$ cat config.mk
export PLATFORM = sky130hd
export DESIGN_NAME = page_frame_lru_manager_top
export DESIGN_NICKNAME = d
export VERILOG_FILES = /design/src/pflm_pkg.sv /design/src/page_frame_lru_manager_top.sv
export SDC_FILE = /design/constraint.sdc
export NUM_CORES = 1
export LEC_CHECK = 0
export BUFFER_PORTS_ARGS = -buffer_cell sky130_fd_sc_hd__buf_2
export CAP_MARGIN = 25
export CORE_MARGIN = 1.5
export CORE_UTILIZATION = 50
export DETAILED_ROUTE_END_ITERATION = 12
export HOLD_SLACK_MARGIN = 0.02
export PLACE_DENSITY = 0.69
export SETUP_SLACK_MARGIN = 0.3
export SYNTH_ARGS = -nofsm -noshare
export SYNTH_HDL_FRONTEND = slang
export SYNTH_SLANG_ARGS = --single-unit
$ cat constraint.sdc
create_clock -name clock -period 4.51 [get_ports clock]
set_clock_uncertainty 0.05 [all_clocks]
set_input_delay 0.902 -clock clock [delete_from_list [all_inputs] [get_ports clock]]
set_output_delay 0.902 -clock clock [all_outputs]
set_load 0.05 [all_outputs]
$ cat src/pflm_pkg.sv
// Package for the page frame LRU manager.
// Holds the request codes, fixed field widths and the sequencer state type.
// No dependencies.
`default_nettype none

package pflm_pkg;

   localparam int OP_W   = 2;
   localparam int PROC_W = 5;
   localparam int PAGE_W = 5;

   typedef enum logic [OP_W-1:0] {
      OP_READ  = 2'd0,
      OP_WRITE = 2'd1,
      OP_TERM  = 2'd2,
      OP_NONE  = 2'd3
   } op_type;

   typedef enum logic [2:0] {
      ST_IDLE   = 3'b001,
      ST_SCAN   = 3'b010,
      ST_UPDATE = 3'b100
   } state_type;

endpackage

`default_nettype wire

$ cat src/page_frame_lru_manager_top.sv
// Page frame LRU manager: fully associative frame table with a one-frame-per-cycle
// scan sequencer. Depends on pflm_pkg for request codes and the state type.
// The frame table is held in flip-flops inside this module.
`default_nettype none

// The result of a request transfer on req_ is offered on rsp_ once the request has passed
// the idle state, in which it is captured, the scan state, in which the shared tag compare
// and age compare unit walks the table one frame per cycle, and the update state, in which
// the chosen frame and the ages are updated once no earlier result is held on rsp_.
// The block takes no new request while the scan or the update runs;
// a result may wait on rsp_ while the next request is captured, but that request is
// not finished until the waiting result has been taken. Ages stay a permutation of
// 0..FRAMES-1, age 0 being the most recently used frame.
module page_frame_lru_manager_top #(
   parameter int FRAMES = 8,
   localparam int IDX_W = (FRAMES > 1) ? $clog2(FRAMES) : 1,
   localparam int CNT_W = $clog2(FRAMES + 1),
   localparam int REQ_BITS = pflm_pkg::OP_W + pflm_pkg::PROC_W + pflm_pkg::PAGE_W,
   localparam int REQ_W = ((REQ_BITS + 7) / 8) * 8,
   localparam int RSP_BITS = 3 + IDX_W + pflm_pkg::PROC_W + pflm_pkg::PAGE_W + CNT_W,
   localparam int RSP_W = ((RSP_BITS + 7) / 8) * 8
) (
   input  wire logic             clock,
   input  wire logic             reset,
   input  wire logic             req_tvalid,
   output logic                  req_tready,
   // Fields from bit 0: op, process_slot, page, zero fill.
   input  wire logic [REQ_W-1:0] req_tdata,
   output logic                  rsp_tvalid,
   input  wire logic             rsp_tready,
   // Fields from bit 0: hit, frame_index, write_back, evicted_valid,
   // evicted_process, evicted_page, freed_count, zero fill.
   output logic [RSP_W-1:0]      rsp_tdata
);

   localparam int PROC_W = pflm_pkg::PROC_W;
   localparam int PAGE_W = pflm_pkg::PAGE_W;
   localparam logic [IDX_W-1:0] LAST_IDX = IDX_W'(FRAMES - 1);

   // Frame table
   logic              valid_ff [FRAMES];
   logic              dirty_ff [FRAMES];
   logic [PROC_W-1:0] owner_ff [FRAMES];
   logic [PAGE_W-1:0] page_ff  [FRAMES];
   logic [IDX_W-1:0]  age_ff   [FRAMES];
   logic              valid_in [FRAMES];
   logic              dirty_in [FRAMES];
   logic [PROC_W-1:0] owner_in [FRAMES];
   logic [PAGE_W-1:0] page_in  [FRAMES];
   logic [IDX_W-1:0]  age_in   [FRAMES];

   pflm_pkg::state_type state_ff, state_in;

   // Captured request
   pflm_pkg::op_type  op_ff, op_in;
   logic [PROC_W-1:0] proc_ff, proc_in;
   logic [PAGE_W-1:0] pg_ff, pg_in;

   // Scan accumulators
   logic [IDX_W-1:0]  scan_ff, scan_in;
   logic              hit_found_ff, hit_found_in;
   logic [IDX_W-1:0]  hit_idx_ff, hit_idx_in;
   logic [IDX_W-1:0]  hit_age_ff, hit_age_in;
   logic              free_found_ff, free_found_in;
   logic [IDX_W-1:0]  free_idx_ff, free_idx_in;
   logic [IDX_W-1:0]  free_age_ff, free_age_in;
   logic [IDX_W-1:0]  best_idx_ff, best_idx_in;
   logic [IDX_W-1:0]  best_age_ff, best_age_in;
   logic              vic_dirty_ff, vic_dirty_in;
   logic [PROC_W-1:0] vic_owner_ff, vic_owner_in;
   logic [PAGE_W-1:0] vic_page_ff, vic_page_in;
   logic [CNT_W-1:0]  freed_ff, freed_in;

   // Result register
   logic              rsp_valid_ff, rsp_valid_in;
   logic [RSP_W-1:0]  rsp_data_ff, rsp_data_in;

   // Shared compare unit on the frame under scan
   logic              owner_eq;
   logic              tag_eq;
   logic              req_fire;
   logic              out_free;

   // Update step
   logic [IDX_W-1:0]  tgt_idx;
   logic [IDX_W-1:0]  tgt_age;
   logic              is_req;
   logic              is_evict;
   logic              res_hit;
   logic [IDX_W-1:0]  res_idx;
   logic              res_wb;
   logic              res_ev;
   logic [PROC_W-1:0] res_proc;
   logic [PAGE_W-1:0] res_page;
   logic [CNT_W-1:0]  res_freed;

   assign owner_eq = valid_ff[scan_ff] && (owner_ff[scan_ff] == proc_ff);
   assign tag_eq   = owner_eq && (page_ff[scan_ff] == pg_ff);
   assign req_fire = req_tvalid && req_tready;
   assign out_free = !rsp_valid_ff || rsp_tready;
   assign is_req   = (op_ff == pflm_pkg::OP_READ) || (op_ff == pflm_pkg::OP_WRITE);
   assign is_evict = is_req && !hit_found_ff && !free_found_ff;

   assign req_tready = (state_ff == pflm_pkg::ST_IDLE);
   assign rsp_tvalid = rsp_valid_ff;
   assign rsp_tdata  = rsp_data_ff;

   always_comb begin
      if (hit_found_ff) begin
         tgt_idx = hit_idx_ff;
         tgt_age = hit_age_ff;
      end else if (free_found_ff) begin
         tgt_idx = free_idx_ff;
         tgt_age = free_age_ff;
      end else begin
         tgt_idx = best_idx_ff;
         tgt_age = best_age_ff;
      end
   end

   always_comb begin
      res_hit   = 1'b0;
      res_idx   = '0;
      res_wb    = 1'b0;
      res_ev    = 1'b0;
      res_proc  = '0;
      res_page  = '0;
      res_freed = '0;
      if (op_ff == pflm_pkg::OP_TERM) begin
         res_freed = freed_ff;
      end else if (is_req) begin
         res_hit = hit_found_ff;
         res_idx = tgt_idx;
         if (is_evict) begin
            res_wb   = vic_dirty_ff;
            res_ev   = 1'b1;
            res_proc = vic_owner_ff;
            res_page = vic_page_ff;
         end
      end
   end

   always_comb begin
      state_in      = state_ff;
      op_in         = op_ff;
      proc_in       = proc_ff;
      pg_in         = pg_ff;
      scan_in       = scan_ff;
      hit_found_in  = hit_found_ff;
      hit_idx_in    = hit_idx_ff;
      hit_age_in    = hit_age_ff;
      free_found_in = free_found_ff;
      free_idx_in   = free_idx_ff;
      free_age_in   = free_age_ff;
      best_idx_in   = best_idx_ff;
      best_age_in   = best_age_ff;
      vic_dirty_in  = vic_dirty_ff;
      vic_owner_in  = vic_owner_ff;
      vic_page_in   = vic_page_ff;
      freed_in      = freed_ff;
      rsp_valid_in  = rsp_valid_ff && !rsp_tready;
      rsp_data_in   = rsp_data_ff;
      for (int i = 0; i < FRAMES; i++) begin
         valid_in[i] = valid_ff[i];
         dirty_in[i] = dirty_ff[i];
         owner_in[i] = owner_ff[i];
         page_in[i]  = page_ff[i];
         age_in[i]   = age_ff[i];
      end

      case (state_ff)
         pflm_pkg::ST_IDLE: begin
            if (req_fire) begin
               op_in         = pflm_pkg::op_type'(req_tdata[pflm_pkg::OP_W-1:0]);
               proc_in       = req_tdata[pflm_pkg::OP_W +: PROC_W];
               pg_in         = req_tdata[pflm_pkg::OP_W + PROC_W +: PAGE_W];
               scan_in       = '0;
               hit_found_in  = 1'b0;
               free_found_in = 1'b0;
               freed_in      = '0;
               state_in      = pflm_pkg::ST_SCAN;
            end
         end
         pflm_pkg::ST_SCAN: begin
            if (op_ff == pflm_pkg::OP_TERM) begin
               if (owner_eq) begin
                  valid_in[scan_ff] = 1'b0;
                  dirty_in[scan_ff] = 1'b0;
                  owner_in[scan_ff] = '0;
                  page_in[scan_ff]  = '0;
                  freed_in          = freed_ff + CNT_W'(1);
               end
            end else begin
               if (tag_eq && !hit_found_ff) begin
                  hit_found_in = 1'b1;
                  hit_idx_in   = scan_ff;
                  hit_age_in   = age_ff[scan_ff];
               end
               if (!valid_ff[scan_ff] && !free_found_ff) begin
                  free_found_in = 1'b1;
                  free_idx_in   = scan_ff;
                  free_age_in   = age_ff[scan_ff];
               end
               // Frame 0 is the default victim; later frames win only on a strictly
               // greater age, so ties go to the lowest-numbered frame.
               if (scan_ff == '0 || age_ff[scan_ff] > best_age_ff) begin
                  best_idx_in  = scan_ff;
                  best_age_in  = age_ff[scan_ff];
                  vic_dirty_in = dirty_ff[scan_ff];
                  vic_owner_in = owner_ff[scan_ff];
                  vic_page_in  = page_ff[scan_ff];
               end
            end
            if (scan_ff == LAST_IDX) begin
               state_in = pflm_pkg::ST_UPDATE;
            end else begin
               scan_in = scan_ff + IDX_W'(1);
            end
         end
         pflm_pkg::ST_UPDATE: begin
            if (out_free) begin
               if (is_req) begin
                  // Every frame younger than the target ages by one.
                  for (int i = 0; i < FRAMES; i++) begin
                     if (age_ff[i] < tgt_age) begin
                        age_in[i] = age_ff[i] + IDX_W'(1);
                     end
                  end
                  age_in[tgt_idx] = '0;
                  if (hit_found_ff) begin
                     if (op_ff == pflm_pkg::OP_WRITE) begin
                        dirty_in[tgt_idx] = 1'b1;
                     end
                  end else begin
                     valid_in[tgt_idx] = 1'b1;
                     dirty_in[tgt_idx] = (op_ff == pflm_pkg::OP_WRITE);
                     owner_in[tgt_idx] = proc_ff;
                     page_in[tgt_idx]  = pg_ff;
                  end
               end
               rsp_valid_in = 1'b1;
               rsp_data_in  = RSP_W'({res_freed, res_page, res_proc, res_ev, res_wb,
                                      res_idx, res_hit});
               state_in     = pflm_pkg::ST_IDLE;
            end
         end
         default: begin
            state_in = pflm_pkg::ST_IDLE;
         end
      endcase
   end

   always_ff @(posedge clock) begin
      if (reset) begin
         state_ff     <= pflm_pkg::ST_IDLE;
         rsp_valid_ff <= 1'b0;
         for (int i = 0; i < FRAMES; i++) begin
            valid_ff[i] <= 1'b0;
            dirty_ff[i] <= 1'b0;
            owner_ff[i] <= '0;
            page_ff[i]  <= '0;
            age_ff[i]   <= IDX_W'(i);
         end
      end else begin
         state_ff     <= state_in;
         rsp_valid_ff <= rsp_valid_in;
         for (int i = 0; i < FRAMES; i++) begin
            valid_ff[i] <= valid_in[i];
            dirty_ff[i] <= dirty_in[i];
            owner_ff[i] <= owner_in[i];
            page_ff[i]  <= page_in[i];
            age_ff[i]   <= age_in[i];
         end
      end
   end

   always_ff @(posedge clock) begin
      op_ff         <= op_in;
      proc_ff       <= proc_in;
      pg_ff         <= pg_in;
      scan_ff       <= scan_in;
      hit_found_ff  <= hit_found_in;
      hit_idx_ff    <= hit_idx_in;
      hit_age_ff    <= hit_age_in;
      free_found_ff <= free_found_in;
      free_idx_ff   <= free_idx_in;
      free_age_ff   <= free_age_in;
      best_idx_ff   <= best_idx_in;
      best_age_ff   <= best_age_in;
      vic_dirty_ff  <= vic_dirty_in;
      vic_owner_ff  <= vic_owner_in;
      vic_page_ff   <= vic_page_in;
      freed_ff      <= freed_in;
      rsp_data_ff   <= rsp_data_in;
   end

   // Checks
   logic [FRAMES-1:0] age_zero;

   always_comb begin
      for (int i = 0; i < FRAMES; i++) begin
         age_zero[i] = (age_ff[i] == '0);
      end
   end

   // The ages form a permutation, so exactly one frame is the most recent.
   a_one_newest: assert property (@(posedge clock) disable iff (reset)
      $onehot(age_zero))
      else $error("LRU ages lost their permutation");

   // A write-back is only reported together with an eviction.
   a_wb_evict: assert property (@(posedge clock) disable iff (reset)
      rsp_valid_ff |-> (!rsp_data_ff[1 + IDX_W] || rsp_data_ff[2 + IDX_W]))
      else $error("write-back reported without an eviction");

   // A hit never evicts anything.
   a_hit_no_evict: assert property (@(posedge clock) disable iff (reset)
      rsp_valid_ff && rsp_data_ff[0] |-> !rsp_data_ff[2 + IDX_W])
      else $error("hit reported with an eviction");

   // A request transfer is followed by the scan state starting at frame 0.
   a_scan_len: assert property (@(posedge clock) disable iff (reset)
      req_fire |=> (state_ff == pflm_pkg::ST_SCAN) && (scan_ff == '0))
      else $error("scan did not start at frame 0");

endmodule

`default_nettype wire
==> reports/metrics.cfg, run 1 <==
[sta]
finalSetupTns_ns=0
fin_ws_ns=1.04
worst_hold_slack_ns=0.399
worst_pin_slew_ns=0.907
grt_setup_unrepaired=false
fin_crit_ns=3.47
hold_viol_final=0
fmax_ghz=0.289
maxSlewHeadroom_pct=37.8
drv_slew=0
setup_violations=0
period_share_pct=76.9

[synth]
synth_edf_count=70
syn_area_per_cell_um2=10.6
yosysTopAreaCellShare_pct=26.5
ys_seq_area_share_pct=48.4
async_flop_share_pct=0
syn_inst=906
synth_cell_type_count=70
yosys_warnings=0
yosys.area.top_type=dfxtp_1
ys_ff_latch=197
synth_area_mm2=0.00960
ys.flop_type=dfxtp_1
synth_area_leaders=dfxtp_1 (26%), edfxtp_1 (22%), o31ai_1 (4.1%)

[critical_path]
required_ns=4.59
worstPathBufferInverterCount=2
r2r_slack_ns=1.04
crit_family=multiplexers
crit_fanout=17
startpoint_type=flip-flop
critPathMaxStageDelay_ns=0.68
path_class=reg -> reg
endpoint_kind=flip-flop
arrival_ns=3.54
crit_chain=buf_4, mux4_1, mux2_2, ha_1, a21o_1, a21oi_1, a31oi_1, a21oi_1, nor2_1, buf_4
crit_slowest_cell=dfxtp_2

[cells_and_area]
syn2layout_area_growth_pct=10.7
nets=981
mostFrequentLayoutCell=dfxtp_1
final_util_pct=56.6
drive_gt1_share_pct=14.5
diodes=0
final_cell_mix=dfxtp_1 (126), nand2_1 (100), edfxtp_1 (70)

[placement]
gp_congestion=0.916
dpl.hpwl_um=16200
place_worst_setup_slack_ns=1.02
port_buffers=37

[clock_network]
h-tree-depth=4
cts_tree=built
clk_pin_slew_ns=0.08
clk_latency_ns=0.45
post_cts_resized=0
cts_root_buf=clkbuf_16
ctsHoldBuffers=0
clock_sinks=197
clockBufferDepth=2
numCtsBuffers=17
cts_setup_buffers=0

[pwr]
power_mw=3.81
p_per_area_mw_per_mm2=359
vdd_drop_max_uv=222
p_leak_nw=3.77

[die]
core_area_mm2=0.0188
start_util_pct=51.1
io_pins=46
die_h_um=142
rows=50
die_w_um=142
dieArea_mm2=0.0200

[route]
wl_per_cell_um=20.1
vias_per_cell=6.18
drtPass1Iterations=9
routed_wirelength_um=23700
detail_route.iter0.violations=677
drc=0
postRouteAntennaNets=0
vias=7273

[grt]
grt_max_degree=81
track_usage_pct=24.6
antenna_found_initial=0
grt-ovfl-total=0
first_global_vias=6890
grt_pass1_wl_um=38000

[flow_run]
drv_cap=0

[worst_hold_path]
min_path_type=reg -> reg

[status]
status=finished, final reports clean

[cell type report]
class / instances / area, um^2
Fill cell: 1608 / 8150
Sequential cell: 197 / 4650
Multi-Input combinational cell: 635 / 4590
Clock buffer: 17 / 425
Timing Repair Buffer: 63 / 393
Tap cell: 234 / 293
Clock inverter: 15 / 219
Inverter: 16 / 60.1
[cell usage after synthesis (3+ instances only)]
cell type and count:
a211oi_1 3, a21bo_2 3, a21o_1 3, a21oi_1 20
a22oi_1 4, a31oi_1 4, a32o_1 8, a41oi_1 5
and2_1 22, and3_1 3, buf_2 15, buf_4 9
clkbuf_1 32, dfxtp_1 127, edfxtp_1 70, ha_1 31
inv_1 15, mux2_2 9, mux2i_1 28, mux4_1 10
mux4_2 11, nand2_1 100, nand2b_1 5, nand3_1 52
nand3b_1 3, nand4_1 4, nor2_1 59, nor2b_1 5
nor3_1 16, nor3b_1 3, o211ai_1 3, o21a_1 11
o21ai_0 44, o21ai_1 3, o21bai_1 6, o2bb2ai_1 34
o311a_1 7, o31ai_1 52, o41ai_1 6, or3_1 3
xnor2_1 5, xor2_1 18
[sequential cells by signal (all words and copies together), names as in the netlist, 2 cells and up, named ones only]
name,flops
age_ff,24
best_age_ff,3
best_idx_ff,3
dirty_ff,8
free_age_ff,3
free_idx_ff,3
freed_ff,4
hit_age_ff,3
hit_idx_ff,3
op_ff,2
owner_ff,40
page_ff,40
pg_ff,5
proc_ff,5
rsp_tdata,20
scan_ff,3
state_ff,3
valid_ff,8
vic_owner_ff,5
vic_page_ff,5
[through the flow]
| stage | instances | area [um^2] |
|---|---|---|
| global placement | 1145 | 9980 |
| CTS | 1177 | 10600 |
| floorplan | 909 | 9610 |
| finish | 1177 | 10600 |
| detailed placement | 1145 | 9980 |
| global route | 1177 | 10600 |
[power breakdown]
part / internal (mW) / switching, mW / total [mW] / leakage, nW
registers: 1.86 / 0.0450 / 1.91 / 1.69
logic: 0.101 / 0.196 / 0.297 / 1.78
clock network: 0.817 / 0.790 / 1.61 / 0.307
total: 2.78 / 1.03 / 3.81 / 3.77
[logic make-up after synthesis]
kind of cell | after synthesis | share of synthesized area (%)
other cells | 1 | 0.0391
xor+xnor | 24 | 2.27
simple gates | 285 | 13.8
flops | 197 | 48.4
mux | 59 | 9.45
buf+inv | 77 | 3.99
fa+ha+maj | 31 | 4.04
compound gates | 232 | 18.0
[tightest hold or removal path, delay by kind of cell (launching register included)]
| family | cells | cell delay [ns] |
|---|---|---|
| DFF | 1 | 0.33 |
| and+or+nand+nor | 1 | 0.05 |
| AOI/OAI and AO/OA | 1 | 0.05 |
[path summary, 6_finish.rpt]
kind,from,end,depth (start not counted)
max,flip-flop,best_idx_ff[1],10
min,page_ff[7][2],page_ff[7][2],2
max reg2reg,flip-flop,best_idx_ff[1],10
min reg2reg,page_ff[7][2],page_ff[7][2],2
[metal layers]
metal	wire, um	share of wire, %	GRT usage [%]
met5	0	0	0
met4	529	2.2	9.82
met3	1470	6.2	3.95
met2	11000	46	39.3
met1	10700	45	33.6
(Power assumes the default switching activity.)
==> run 2: changes to the inputs <==
clock period = 3.2 ns   (was 4.51 ns; I/O delays follow)
==> reports/metrics.cfg, run 2 (same netlist as run 1, synthesis figures left out) <==
[sta]
finalSetupTns_ns=0
maxSlewHeadroom_pct=39.2
grt_setup_unrepaired=true
worst_pin_slew_ns=0.906
period_share_pct=88.6
fin_crit_ns=2.83
hold_viol_final=0
setup_violations=0
fmax_ghz=0.353
drv_slew=0

[die]
dieArea_mm2=0.0200
die_w_um=142
start_util_pct=51.1
die_h_um=142
rows=50
io_pins=46
core_area_mm2=0.0188

[pwr]
vdd_drop_max_uv=341
p_leak_nw=4.05
p_per_area_mw_per_mm2=496

[clock_network]
clockBufferDepth=2
clk_pin_slew_ns=0.08
numCtsBuffers=17
h-tree-depth=4
cts_root_buf=clkbuf_16
clock_sinks=197
clk_latency_ns=0.44
cts_tree=built
ctsHoldBuffers=0

[grt]
grt_max_degree=69
track_usage_pct=25.1
antenna_found_initial=0
grt-ovfl-total=0
first_global_vias=6980
grt_pass1_wl_um=38700

[critical_path]
endpoint_kind=flip-flop
required_ns=3.31
crit_fanout=7
startpoint_type=flip-flop
path_class=reg -> reg
arrival_ns=2.94

[placement]
gp_congestion=0.923
dpl.hpwl_um=16900
port_buffers=37
dp.cells=1180

[route]
drc=0
vias=7546
detail_route.iter0.violations=905
wl_per_cell_um=20.6
drtPass1Iterations=6
routed_wirelength_um=25100
postRouteAntennaNets=0
vias_per_cell=6.19

[cells_and_area]
reg_top3=owner_ff x40, page_ff x40, age_ff x24
final_util_pct=59.4
mostFrequentLayoutCell=dfxtp_1
diodes=0
syn2layout_area_growth_pct=16.2
fillerInstances=1522
drive_gt1_share_pct=19.5
nets=1024
stdcell_count=1220
final_cell_mix=dfxtp_1 (124), nand2_1 (100), edfxtp_1 (70)

[flow_run]
drv_cap=0

[worst_hold_path]
min_path_type=in -> reg
min_from=req_tdata[6]

[status]
status=finished, final reports clean

==> run 2: power breakdown <==
| group | switching [mW] | leakage (nW) | internal, mW |
|---|---|---|---|
| combinational | 0.314 | 2.04 | 0.204 |
| sequential | 0.0608 | 1.69 | 2.62 |
| clock | 1.10 | 0.317 | 1.22 |
==> run 2: area by class of cell <==
type,instances,area [um^2],area share (%)
clock buffers,17,425,3.82
clock inverters,15,229,2.05
inverters,16,60.1,0.539
multi-input cells,635,4690,42.1
flip-flops and latches,197,4650,41.7
well taps,234,293,2.63
repair buffers,106,798,7.16
==> run 2: timing repair <==
action | in CTS | in global routing
cloned | 0 | 4
gates resized for setup | 2 | 22
buffers inserted | 0 | 4
setup endpoints to repair | 18 | 111
==> run 2: metrics by stage <==
| stage | hold slack, ns | setup WS (ns) | power, mW | cell area (um^2) |
|---|---|---|---|---|
| floorplan | 0.366 | 0.324 | 3.03 | 9620 |
| CTS | 0.307 | 0.286 | 5.48 | 11000 |
| finish | 0.312 | 0.365 | 5.53 | 11200 |
| detailed placement | 0.389 | 0.313 | 3.19 | 10300 |
| global route | 0.304 | 0.264 | 5.67 | 11200 |
| global placement | 0.375 | 0.315 | 3.19 | 10300 |
==> run 2: worst paths after layout <==
kind | to | slack (ns) | cells after the start
max | hit_age_ff[1] | 0.37 | 8
min | proc_ff[4] | 0.31 | 1
max reg2reg | hit_age_ff[1] | 0.37 | 8
min reg2reg | owner_ff[1][2] | 0.40 | 2
==> run 2: routing by layer <==
layer  vias up  track usage [%]  share of wire [%]
li1       3545                -                  -
met1      3628             36.1                 45
met2       332             38.5                 45
met3        41             3.78                6.8
met4         0             8.95                2.6
met5         -                0                  0
==> run 2: critical path, stage by stage, from the launching register on <==
cell and delay (ns):
dfxtp_4 0.41, buf_4 0.15, clkbuf_16 0.15, mux4_2 0.48, mux2_4 0.30, xor2_1 0.14
or4_4 0.53, nor3_4 0.17, buf_12 0.15
